**config.mk**
```make
export PLATFORM = sky130hd
export DESIGN_NAME = mhpq_ctrl
export DESIGN_NICKNAME = d
export VERILOG_FILES = /design/src/rtl/core/mhpq_pkg.sv /design/src/rtl/core/mhpq_ctrl.sv
export SDC_FILE = /design/constraint.sdc
export NUM_CORES = 1
export LEC_CHECK = 0
export BUFFER_PORTS_ARGS = -buffer_cell sky130_fd_sc_hd__buf_4
export CORE_ASPECT_RATIO = 0.5
export CORE_MARGIN = 1.5
export CORE_UTILIZATION = 35
export CTS_CLUSTER_DIAMETER = 120
export DETAILED_ROUTE_END_ITERATION = 10
export PLACE_DENSITY = 0.7
export RECOVER_POWER = 50
export SYNTH_ARGS = -nofsm -noshare
export SYNTH_HDL_FRONTEND = slang
export SYNTH_SLANG_ARGS = --single-unit
```
**constraint.sdc**
```tcl
create_clock -name clock -period 1.8 [get_ports clock]
set_input_delay 0.18 -clock clock [delete_from_list [all_inputs] [get_ports clock]]
set_output_delay 0.18 -clock clock [all_outputs]
set_load 0.01 [all_outputs]
```
**src/rtl/core/mhpq_pkg.sv**
```systemverilog
package mhpq_pkg;

   localparam int CAPACITY  = 256;
   localparam int KEY_WIDTH = 32;
   localparam int ADDR_W    = $clog2(CAPACITY);
   localparam int CNT_W     = $clog2(CAPACITY + 1);
   localparam int IDX_W     = CNT_W + 1;

   localparam int REQ_TDATA_W = ((KEY_WIDTH + 7) / 8) * 8;
   localparam int RSP_TDATA_W = ((KEY_WIDTH + CNT_W + 7) / 8) * 8;

   typedef enum logic [1:0] {
      MODE_INSERT  = 2'd0,
      MODE_EXTRACT = 2'd1,
      MODE_DELETE  = 2'd2,
      MODE_NOP     = 2'd3
   } mode_type;

   typedef enum logic [1:0] {
      STAT_OK       = 2'd0,
      STAT_EMPTY    = 2'd1,
      STAT_NOTFOUND = 2'd2,
      STAT_FULL     = 2'd3
   } status_type;

   typedef enum logic [2:0] {
      RD_ROOT,
      RD_PARENT,
      RD_LEFT,
      RD_RIGHT,
      RD_LAST,
      RD_SCAN
   } rd_sel_type;

   typedef enum logic [1:0] {
      WR_CUR,
      WR_RD,
      WR_LEFT
   } wr_sel_type;

   typedef enum logic [2:0] {
      POS_ROOT,
      POS_COUNT,
      POS_PARENT,
      POS_LEFT,
      POS_RIGHT,
      POS_SCAN
   } pos_sel_type;

   typedef enum logic [1:0] {
      RES_ZERO,
      RES_ONES,
      RES_RD
   } res_sel_type;

   typedef enum logic [3:0] {
      S_IDLE,
      S_DISPATCH,
      S_UP_CHK,
      S_UP_CMP,
      S_DN_LOAD,
      S_DN_GET,
      S_DN_CHK,
      S_DN_L,
      S_DN_R,
      S_EX_ROOT,
      S_EX_LAST,
      S_SCAN_RD,
      S_SCAN_CMP,
      S_DEL_LAST,
      S_FINISH
   } state_type;

   typedef struct packed {
      logic        load_req;
      logic        rd_en;
      rd_sel_type  rd_sel;
      logic        wr_en;
      wr_sel_type  wr_sel;
      logic        pos_en;
      pos_sel_type pos_sel;
      logic        cur_from_rd;
      logic        left_load;
      logic        cnt_inc;
      logic        cnt_dec;
      logic        scan_clr;
      logic        scan_inc;
      logic        res_en;
      res_sel_type res_sel;
      status_type  res_status;
      logic        out_load;
   } mhpq_cmd_type;

   typedef struct packed {
      mode_type mode;
      logic     cnt_full;
      logic     cnt_zero;
      logic     pos_zero;
      logic     cur_lt_rd;
      logic     rd_lt_cur;
      logic     left_end;
      logic     right_in;
      logic     left_lt_cur;
      logic     right_best;
      logic     scan_end;
      logic     key_match;
      logic     scan_not_last;
   } mhpq_stat_type;

endpackage

```
**src/rtl/core/mhpq_ctrl.sv**
```systemverilog
module mhpq_ctrl
   import mhpq_pkg::*;
(
   input  logic          clock,
   input  logic          reset,
   input  logic          req_tvalid,
   output logic          req_tready,
   output logic          rsp_tvalid,
   input  logic          rsp_tready,
   input  mhpq_stat_type stat,
   output mhpq_cmd_type  cmd
);

   state_type state_ff, state_in;
   logic      rsp_valid_ff, rsp_valid_in;

   always_ff @(posedge clock) begin
      if (reset) begin
         state_ff     <= S_IDLE;
         rsp_valid_ff <= 1'b0;
      end else begin
         state_ff     <= state_in;
         rsp_valid_ff <= rsp_valid_in;
      end
   end

   always_comb begin
      state_in       = state_ff;
      cmd            = '0;
      cmd.rd_sel     = RD_ROOT;
      cmd.wr_sel     = WR_CUR;
      cmd.pos_sel    = POS_ROOT;
      cmd.res_sel    = RES_ZERO;
      cmd.res_status = STAT_OK;
      req_tready     = 1'b0;

      case (state_ff)
         S_IDLE: begin
            req_tready = 1'b1;
            if (req_tvalid) begin
               cmd.load_req = 1'b1;
               state_in     = S_DISPATCH;
            end
         end

         S_DISPATCH: begin
            cmd.res_en = 1'b1;
            case (stat.mode)
               MODE_INSERT: begin
                  if (stat.cnt_full) begin
                     cmd.res_status = STAT_FULL;
                     state_in       = S_FINISH;
                  end else begin
                     cmd.pos_en  = 1'b1;
                     cmd.pos_sel = POS_COUNT;
                     cmd.cnt_inc = 1'b1;
                     state_in    = S_UP_CHK;
                  end
               end
               MODE_EXTRACT: begin
                  if (stat.cnt_zero) begin
                     cmd.res_status = STAT_EMPTY;
                     cmd.res_sel    = RES_ONES;
                     state_in       = S_FINISH;
                  end else begin
                     cmd.rd_en  = 1'b1;
                     cmd.rd_sel = RD_ROOT;
                     state_in   = S_EX_ROOT;
                  end
               end
               MODE_DELETE: begin
                  cmd.res_status = STAT_NOTFOUND;
                  cmd.scan_clr   = 1'b1;
                  state_in       = S_SCAN_RD;
               end
               default: begin
                  state_in = S_FINISH;
               end
            endcase
         end

         // Sift up keeps the moving key in a register and shifts parents
         // down into the hole; the key is written once at its final slot.
         S_UP_CHK: begin
            if (stat.pos_zero) begin
               cmd.wr_en  = 1'b1;
               cmd.wr_sel = WR_CUR;
               state_in   = (stat.mode == MODE_DELETE) ? S_DN_LOAD : S_FINISH;
            end else begin
               cmd.rd_en  = 1'b1;
               cmd.rd_sel = RD_PARENT;
               state_in   = S_UP_CMP;
            end
         end

         S_UP_CMP: begin
            cmd.wr_en = 1'b1;
            if (stat.cur_lt_rd) begin
               cmd.wr_sel  = WR_RD;
               cmd.pos_en  = 1'b1;
               cmd.pos_sel = POS_PARENT;
               state_in    = S_UP_CHK;
            end else begin
               cmd.wr_sel = WR_CUR;
               state_in   = (stat.mode == MODE_DELETE) ? S_DN_LOAD : S_FINISH;
            end
         end

         // After a delete, the slot of the removed key is sifted down too,
         // starting from whatever the sift up left there.
         S_DN_LOAD: begin
            cmd.pos_en  = 1'b1;
            cmd.pos_sel = POS_SCAN;
            cmd.rd_en   = 1'b1;
            cmd.rd_sel  = RD_SCAN;
            state_in    = S_DN_GET;
         end

         S_DN_GET: begin
            cmd.cur_from_rd = 1'b1;
            state_in        = S_DN_CHK;
         end

         S_DN_CHK: begin
            if (stat.left_end) begin
               cmd.wr_en  = 1'b1;
               cmd.wr_sel = WR_CUR;
               state_in   = S_FINISH;
            end else begin
               cmd.rd_en  = 1'b1;
               cmd.rd_sel = RD_LEFT;
               state_in   = S_DN_L;
            end
         end

         S_DN_L: begin
            cmd.left_load = 1'b1;
            if (stat.right_in) begin
               cmd.rd_en  = 1'b1;
               cmd.rd_sel = RD_RIGHT;
               state_in   = S_DN_R;
            end else if (stat.rd_lt_cur) begin
               cmd.wr_en   = 1'b1;
               cmd.wr_sel  = WR_RD;
               cmd.pos_en  = 1'b1;
               cmd.pos_sel = POS_LEFT;
               state_in    = S_DN_CHK;
            end else begin
               cmd.wr_en  = 1'b1;
               cmd.wr_sel = WR_CUR;
               state_in   = S_FINISH;
            end
         end

         // The right child wins only when strictly below the better of the
         // left child and the moving key.
         S_DN_R: begin
            cmd.wr_en = 1'b1;
            if (stat.right_best) begin
               cmd.wr_sel  = WR_RD;
               cmd.pos_en  = 1'b1;
               cmd.pos_sel = POS_RIGHT;
               state_in    = S_DN_CHK;
            end else if (stat.left_lt_cur) begin
               cmd.wr_sel  = WR_LEFT;
               cmd.pos_en  = 1'b1;
               cmd.pos_sel = POS_LEFT;
               state_in    = S_DN_CHK;
            end else begin
               cmd.wr_sel = WR_CUR;
               state_in   = S_FINISH;
            end
         end

         S_EX_ROOT: begin
            cmd.res_en  = 1'b1;
            cmd.res_sel = RES_RD;
            cmd.rd_en   = 1'b1;
            cmd.rd_sel  = RD_LAST;
            cmd.cnt_dec = 1'b1;
            state_in    = S_EX_LAST;
         end

         S_EX_LAST: begin
            cmd.cur_from_rd = 1'b1;
            cmd.pos_en      = 1'b1;
            cmd.pos_sel     = POS_ROOT;
            state_in        = S_DN_CHK;
         end

         S_SCAN_RD: begin
            if (stat.scan_end) begin
               state_in = S_FINISH;
            end else begin
               cmd.rd_en  = 1'b1;
               cmd.rd_sel = RD_SCAN;
               state_in   = S_SCAN_CMP;
            end
         end

         S_SCAN_CMP: begin
            if (stat.key_match) begin
               cmd.res_en  = 1'b1;
               cmd.cnt_dec = 1'b1;
               if (stat.scan_not_last) begin
                  cmd.rd_en  = 1'b1;
                  cmd.rd_sel = RD_LAST;
                  state_in   = S_DEL_LAST;
               end else begin
                  state_in = S_FINISH;
               end
            end else begin
               cmd.scan_inc = 1'b1;
               state_in     = S_SCAN_RD;
            end
         end

         S_DEL_LAST: begin
            cmd.cur_from_rd = 1'b1;
            cmd.pos_en      = 1'b1;
            cmd.pos_sel     = POS_SCAN;
            state_in        = S_UP_CHK;
         end

         S_FINISH: begin
            if (!rsp_valid_ff || rsp_tready) begin
               cmd.out_load = 1'b1;
               state_in     = S_IDLE;
            end
         end

         default: begin
            state_in = S_IDLE;
         end
      endcase
   end

   always_comb begin
      rsp_valid_in = rsp_valid_ff;
      if (cmd.out_load) begin
         rsp_valid_in = 1'b1;
      end else if (rsp_tready) begin
         rsp_valid_in = 1'b0;
      end
   end

   assign rsp_tvalid = rsp_valid_ff;

endmodule

```
After elaboration in Yosys (flattened, before gate mapping)

Cells that the tools add are included.

Add/subtract/negate cells: 0
Multiply operators: 0
Div/mod/pow operators: 0
Order comparisons: 0
Equal/unequal tests: 18
Shift-type cells: 0
Muxes and demuxes: 65
Bitwise logic cells: 0
Reduce and logical (&&, ||, !) cells: 10

Operators by type and width:

| operator           | number |
|---|---|
| $mux 4             | 24 |
| $pmux 4 s14        | 1 |
| $pmux 4 s8         | 1 |
| $eq 4x4->1 const B | 7 |
| $pmux 4 s6         | 1 |
| $mux 1             | 20 |
| $eq 4x3->1 const B | 4 |
| $mux 3             | 5 |
| $pmux 3 s5         | 1 |
| $pmux 4 s3         | 1 |
| $mux 2             | 5 |
| $eq 4x2->1 const B | 2 |
| $mux 7             | 1 |
| $mux 6             | 1 |
| $pmux 2 s3         | 1 |
| $reduce_or 2->1    | 3 |
| $eq 4x1->1 const B | 1 |
| $logic_not 4->1    | 1 |
| $ne 2x2->1 const B | 2 |
| $pmux 1 s2         | 2 |
| $pmux 2 s2         | 1 |
| $reduce_or 3->1    | 1 |
| $eq 2x1->1 const B | 1 |
| $eq 2x2->1 const B | 1 |
| 5 further kinds    | 5 |

Flip-flop bits (word level): 5
Latch bits: 0
RAM bits: 0
ROM bits: 0
Input bits: 18
Output and inout bits: 26
Logic and storage cells: 95
Memories: 0

Depth between registers and ports, before layout

Gate-level depths: netlist of run 1.

Depth after elaboration: 5
Depth in mapped cells: 6
Depth with buffers taken out: 6

Least setup slack after synthesis of run 1

OpenSTA, ideal clock, no wires.

Kind: register to output
From: register state_ff[3]
To: output cmd[22] (netlist bit)
Arrival: 1.433 ns
Data required time: 1.620 ns
Slack: 0.187 ns
Stages on the path, launching flop included: 5
Path buffers: 1
Cells stage by stage: dfxtp_1 -> or4b_1 -> buf_2 -> or3b_1 -> nand4_1

RTL lines:

| what                   | RTL line        | source |
|---|---|---|
| start, declared        | mhpq_ctrl.sv:14 | `state_type state_ff, state_in;` |
| start signal, assigned | mhpq_ctrl.sv:22 | `state_ff <= state_in;` |
| end, declared          | mhpq_ctrl.sv:11 | `output mhpq_cmd_type cmd` |

==> metrics.txt, run 1 <==
Detailed Route WL=~3.6 mm; cell leakage power=just over 0.7 nW; sequential share of the synthesized area=10.2%; Sw Ratio=a little under half; WHS=roughly 0.15 ns; placed cell area=1400 um2; number of global-route vias before repair=1112; final core occ=between 50 and 60%; grt ovf=0; share of cells above drive strength 1=between 30 and 40%; Internal=0.000913 W; initial antenna violation count=0; area of the mapped netlist=approximately 980 um2; CTS tree=built; Clock Tree Root=clkbuf_8; All-Layer GR Usage=a little under a quarter; Fin. Hold Viols=0; run status=finished, violations left; clk slew on worst S/H paths=about 0.040 ns; met3 Use GR=about 5.7%; # H-tree levels=1; # nets final=~230; GR Layer Usage met1=roughly 34%; DPL Wire Length=between 2 and 3 mm; DR WL/cell=around 15 um; final weighted congestion in routability-driven placement=roughly 0.96; Buffers on Ports=43; IO Count=44; DRC=0; Syn Inst Count=approximately 160; global routing usage on met2=34.3%; DIE WIDTH=between 70 and 80 um; CTS buffer count=3; Primary FF master, synth=dfxtp_1; die height=40.5 um; pin count of the biggest net entering global routing=25; max cap viols=0; mean number of vias per cell=~5.5; clk_lat worst skew=0.22 ns; crit path max fanout=3; Distinct cells, synth=42; starting density of the core=between 30% and 40%; clock power share=roughly an eighth; failing checks=setup timing; peak supply drop=between 0.6 and 0.7 mV; fin area=roughly 1500 um2; Post-synth EDFFs=0; RSZ-0062 raised after global routing=true; count of final setup violators=1; FF+latch count, synth=5; Max Clock Freq=546 MHz; Yosys warnings=0; Worst EP arrival=around 1.7 ns; post-route setup slack=-0.0326 ns; Final min period=1.83 ns; Post-Syn Nets=179; Setup WS pre-CTS=0.104 ns; Worst slew margin=~75%; PwrDens=around 1100 nW/um2; antenna diode count=0; ANT nets after route=0; Synth Area per Inst=roughly 6.3 um2; Crit Path Class=reg -> out; async set-or-reset flop fraction in the synthesized netlist=0%; Clock Skew=about 0.00012 ns; wire length of the first global-routing pass=around 5.5 mm; Slew @ Worst Pin=around 0.37 ns; core area=~2600 um2; cts hold-fix bufs=0; Max Slew Vio Count=0; Total Die Area=roughly 3200 um2; register share of total power=between 10 and 15%; clk buf depth=2; Logic pwr share=between 70 and 80%; GRT busiest layer=met2; routed vias=1342; Final Cycle Share=102%; Synth-to-Final Area Change=55.2%; CTS Sinks=5; placed cells=approximately 240; Worst Hold Class=in -> reg; CP endpoint kind=output pin; Switching Power=0.000818 W; startpoint class of the critical path=flop; drt pass-1 iters=4; initial DRC count=around 110; worst path required time=roughly 1.6 ns; row count=13; R2R setup slack=roughly 0.26 ns; fin cells=approximately 240
## per-stage QoR
| step | total power (W) | setup TNS (ns) |
|---|---|---|
| 6_report | 0.00173 | -0.0326 |
| 5_1_grt | 0.00187 | -0.102 |
| 4_1_cts | 0.00166 | -0.0486 |
| 3_5_place_dp | 0.00138 | 0 |
| 3_3_place_gp | 0.00140 | 0 |
| 2_1_floorplan | 0.000858 | 0 |
## critical path, stage by stage, from the launching register on
cell and delay, ns:
dfxtp_2 0.33, or4b_4 0.54, or3b_1 0.37, nand4_1 0.08, buf_4 0.12
## sequential cells by signal, summed over array words and instances (netlist names)
register,flops
state_ff,4
rsp_tvalid,1
## area by class of cell
class / instances / area [um2]
Clock buffer: 4 / 45.0
Fill cell: 281 / 1110
Inverter: 10 / 37.5
Multi-Input combinational cell: 129 / 838
Sequential cell: 5 / 108
Tap cell: 37 / 46.3
Timing Repair Buffer: 59 / 452
## path summary, 6_finish.rpt
kind / endpoint / from / cells after the start
setup / recovery: cmd[22] / state_ff[1] / 4
hold / removal: state_ff[1] / reset / 2
setup reg to reg: state_ff[2] / state_ff[2] / 6
hold reg to reg: rsp_tvalid / rsp_tvalid / 2
## cells in the final DEF (no fill, tap or decap), drive strengths merged, types with 2 or more instances in the layout
cell type,instances
o21ai,9
nand2b,10
nand3b,2
a21oi,10
nor2b,5
or3b,2
buf,54
o31ai,2
o311ai,2
and3,4
nand2,13
clkbuf,9
nor2,18
inv,10
a211oi,6
a31oi,6
nand3,9
o22ai,2
dfxtp,5
nor3,6
ha,5
## synthesized netlist by cell type (all sizes together) (6+ instances only)
cell type | n | area (um2)
buf | 7 | 36.3
nand2 | 13 | 48.8
nand3 | 9 | 45.0
o21ai | 9 | 45.0
a21oi | 10 | 50.1
inv | 10 | 37.5
nor2 | 18 | 67.6
nor3 | 6 | 30.0
a211oi | 6 | 45.0
a31oi | 6 | 37.5
nand2b | 10 | 62.6
## power groups by stage
stage          logic [W]  registers (W)  clock network [W]
2_1_floorplan   0.000696       0.000161                  0
3_3_place_gp     0.00122       0.000181                  0
3_5_place_dp     0.00120       0.000178                  0
4_1_cts          0.00126       0.000176           0.000214
5_1_grt          0.00145       0.000194           0.000226
6_report         0.00133       0.000191           0.000211
## kinds of logic after synthesis
family	after synthesis	synth area share [%]
simple gates	76	41.2
compound gates	46	30.7
buf+inv	22	9.41
fa+ha+maj	5	6.36
flops	5	10.2
mux	2	2.16
## routing by layer
| metal | vias up | wire, um |
|---|---|---|
| met5 | - | 0 |
| met4 | 0 | 10 |
| met3 | 2 | 337 |
| met2 | 68 | 1480 |
| met1 | 601 | 1740 |
| li1 | 671 | - |
## repair_timing
action / CTS / global route
buffers inserted: 2 / 0
resized for setup: 7 / 19
pin swaps: 2 / 4
endpoints found under the setup margin: 14 / 12
Power figures use the tool's default switching activity.
==> run 2, diff against run 1 <==
Settings changed: PLACE_DENSITY 0.7 to 0.61.
==> metrics.txt, run 2 (synthesis results as in run 1) <==
run status=finished, violations left; failing checks=setup timing; R2R setup slack=0.14 ns (-0.12 ns); DRC=0 (unchanged); number of global-route vias before repair=1128 (+1.4%); antenna diode count=0 (unchanged); post-route setup slack=-0.0817 ns (-0.0492 ns); Final Total Pwr=0.00182 W (+5.0%); WHS Path Cells=2 (unchanged); DIE WIDTH=78.0 um (unchanged); clk buf depth=2 (unchanged); Total Die Area=3160 um2 (unchanged); CP endpoint kind=output pin; mean number of vias per cell=5.60 (+1.7%); routed vias=1382 (+3.0%); worst path required time=1.62 ns (about the same); share of cells above drive strength 1=35.2% (-0.99 points); Top reg by flops=state_ff; CTS buffer count=3 (unchanged); initial DRC count=135 (+27%); reg2reg start=state_ff[3]; DPL Wire Length=2.90 mm (+7.0%); pin count of the biggest net entering global routing=25 (unchanged); clk slew on worst S/H paths=0.04 ns (about the same); max FFs per register=4 (unchanged); wire length of the first global-routing pass=5.58 mm (+1.1%); fin cells=247 (+1.2%); R2R depth=5 (-1); Clock Skew=0.00144 ns (+0.00132 ns); worst-case hold path end point=state_ff[2]; Slew @ Worst Pin=0.370 ns (-0.00206 ns); CTS Sinks=5 (unchanged); max cap viols=0 (unchanged); commonest cells after routing, fill and taps aside=buf_4, nor2_1, nand2_1; Detailed Route WL=3.75 mm (+5.1%); cell leakage power=0.729 nW (+3.1%); initial antenna violation count=0 (unchanged); startpoint class of the critical path=flop; Final min period=1.88 ns (+0.0492 ns); Buffers on Ports=43 (unchanged); setup TNS=-0.0817 ns (-0.0492 ns); cts hold-fix bufs=0 (unchanged); starting density of the core=37.3% (unchanged); # H-tree levels=1 (unchanged); count of final setup violators=1 (unchanged); Synth-to-Final Area Change=58.8%; DR WL/cell=15.2 um (+3.8%); RSZ-0062 raised after global routing=true; clk_lat worst skew=0.22 ns (about the same); crit path max fanout=2 (-1); final weighted congestion in routability-driven placement=0.889 (-7.2%); Worst Hold Class=in -> reg; placed cells=239 (+0.42%); PwrDens=1160 nW/um2 (+2.7%); # nets final=234 (+1.3%); Filler Cells Inserted=269 (-4.3%); CTS tree=built; peak supply drop=0.654 mV (-5.2%); die height=40.5 um (unchanged); commonest non-fill, non-tap cell in the layout=buf_4; Max Clock Freq=531 MHz (-2.6%); grt ovf=0 (unchanged); Clock Tree Root=clkbuf_8; Fin. Hold Viols=0 (unchanged); core area=2640 um2 (unchanged); IO Count=44 (unchanged); final core occ=59.3% (+1.3 points); Max Slew Vio Count=0 (unchanged); RR Endpoint=state_ff[2]; Final Cycle Share=105% (+2.7 points); hold path startpoint=reset; Worst EP arrival=1.70 ns (+0.05 ns); drt pass-1 iters=4 (unchanged); Crit Path Class=reg -> out; ANT nets after route=0 (unchanged); row count=13 (unchanged); Worst slew margin=74.7% (-0.29 points); All-Layer GR Usage=23.9% (+0.97 points)
-- run 2: changes by cell type in the layout (fill, tap and decap cells not counted), sizes merged --
cell | previous run | this run
buf | 54 | 58
clkbuf | 9 | 8
-- run 2: cell type report --
type,count,area [um2],area share [%]
multi-input combinational,129,820,52.5
tap,37,46.3,2.96
clock buffer,4,45.0,2.88
inverter,10,37.5,2.40
timing repair buffer,62,504,32.3
sequential,5,109,6.97
-- run 2: layer usage --
layer	share of wire [%]	track usage, %
met5	0	0
met4	0.21	6.70
met3	10	6.59
met2	41	37.0
met1	48	32.8
-- run 2: report_power, final --
part | internal (W) | leakage (nW) | switching, W
logic | 0.000670 | 0.664 | 0.000740
clock network | 0.000152 | 0.0228 | 0.0000569
registers | 0.000150 | 0.0426 | 0.0000491
total | 0.000972 | 0.729 | 0.000846
-- run 2: worst max path at each step --
| stage | from | end | slack (ns) | depth (start not counted) |
|---|---|---|---|---|
| final | state_ff[1] | cmd[22] | -0.08 | 4 |
| after global routing | state_ff[1] | cmd[22] | -0.10 | 4 |
| after CTS | state_ff[1] | cmd[22] | -0.08 | 4 |
| after detailed placement | state_ff[2] | cmd[22] | 0.02 | 4 |
| after global placement | state_ff[2] | cmd[22] | 0.08 | 4 |
| after floorplan | state_ff[3] | cmd[22] | 0.19 | 4 |
-- run 2: per-stage QoR --
step | instance area (um2) | setup WS (ns) | hold WS (ns)
final | 1560 | -0.0817 | 0.152
after global placement | 1440 | 0.0830 | 0.380
after CTS | 1520 | -0.0765 | 0.144
after detailed placement | 1440 | 0.0222 | 0.382
after global routing | 1560 | -0.104 | 0.150
after floorplan | 983 | 0.187 | 0.249
-- run 2: worst max-delay path: stages (launching register included) --
cell and delay [ns]:
dfxtp_2 0.34, or4b_4 0.55, or3b_1 0.37, nand4_1 0.10, buf_4 0.12
-- run 2: repair_timing --
item | CTS | global route
resized for setup | 7 | 10
setup endpoints to repair | 15 | 10
pin swaps | 0 | 1
endpoints found under the hold margin | 0 | 0
setup buffers | 2 | 1
cloned | 0 | 1
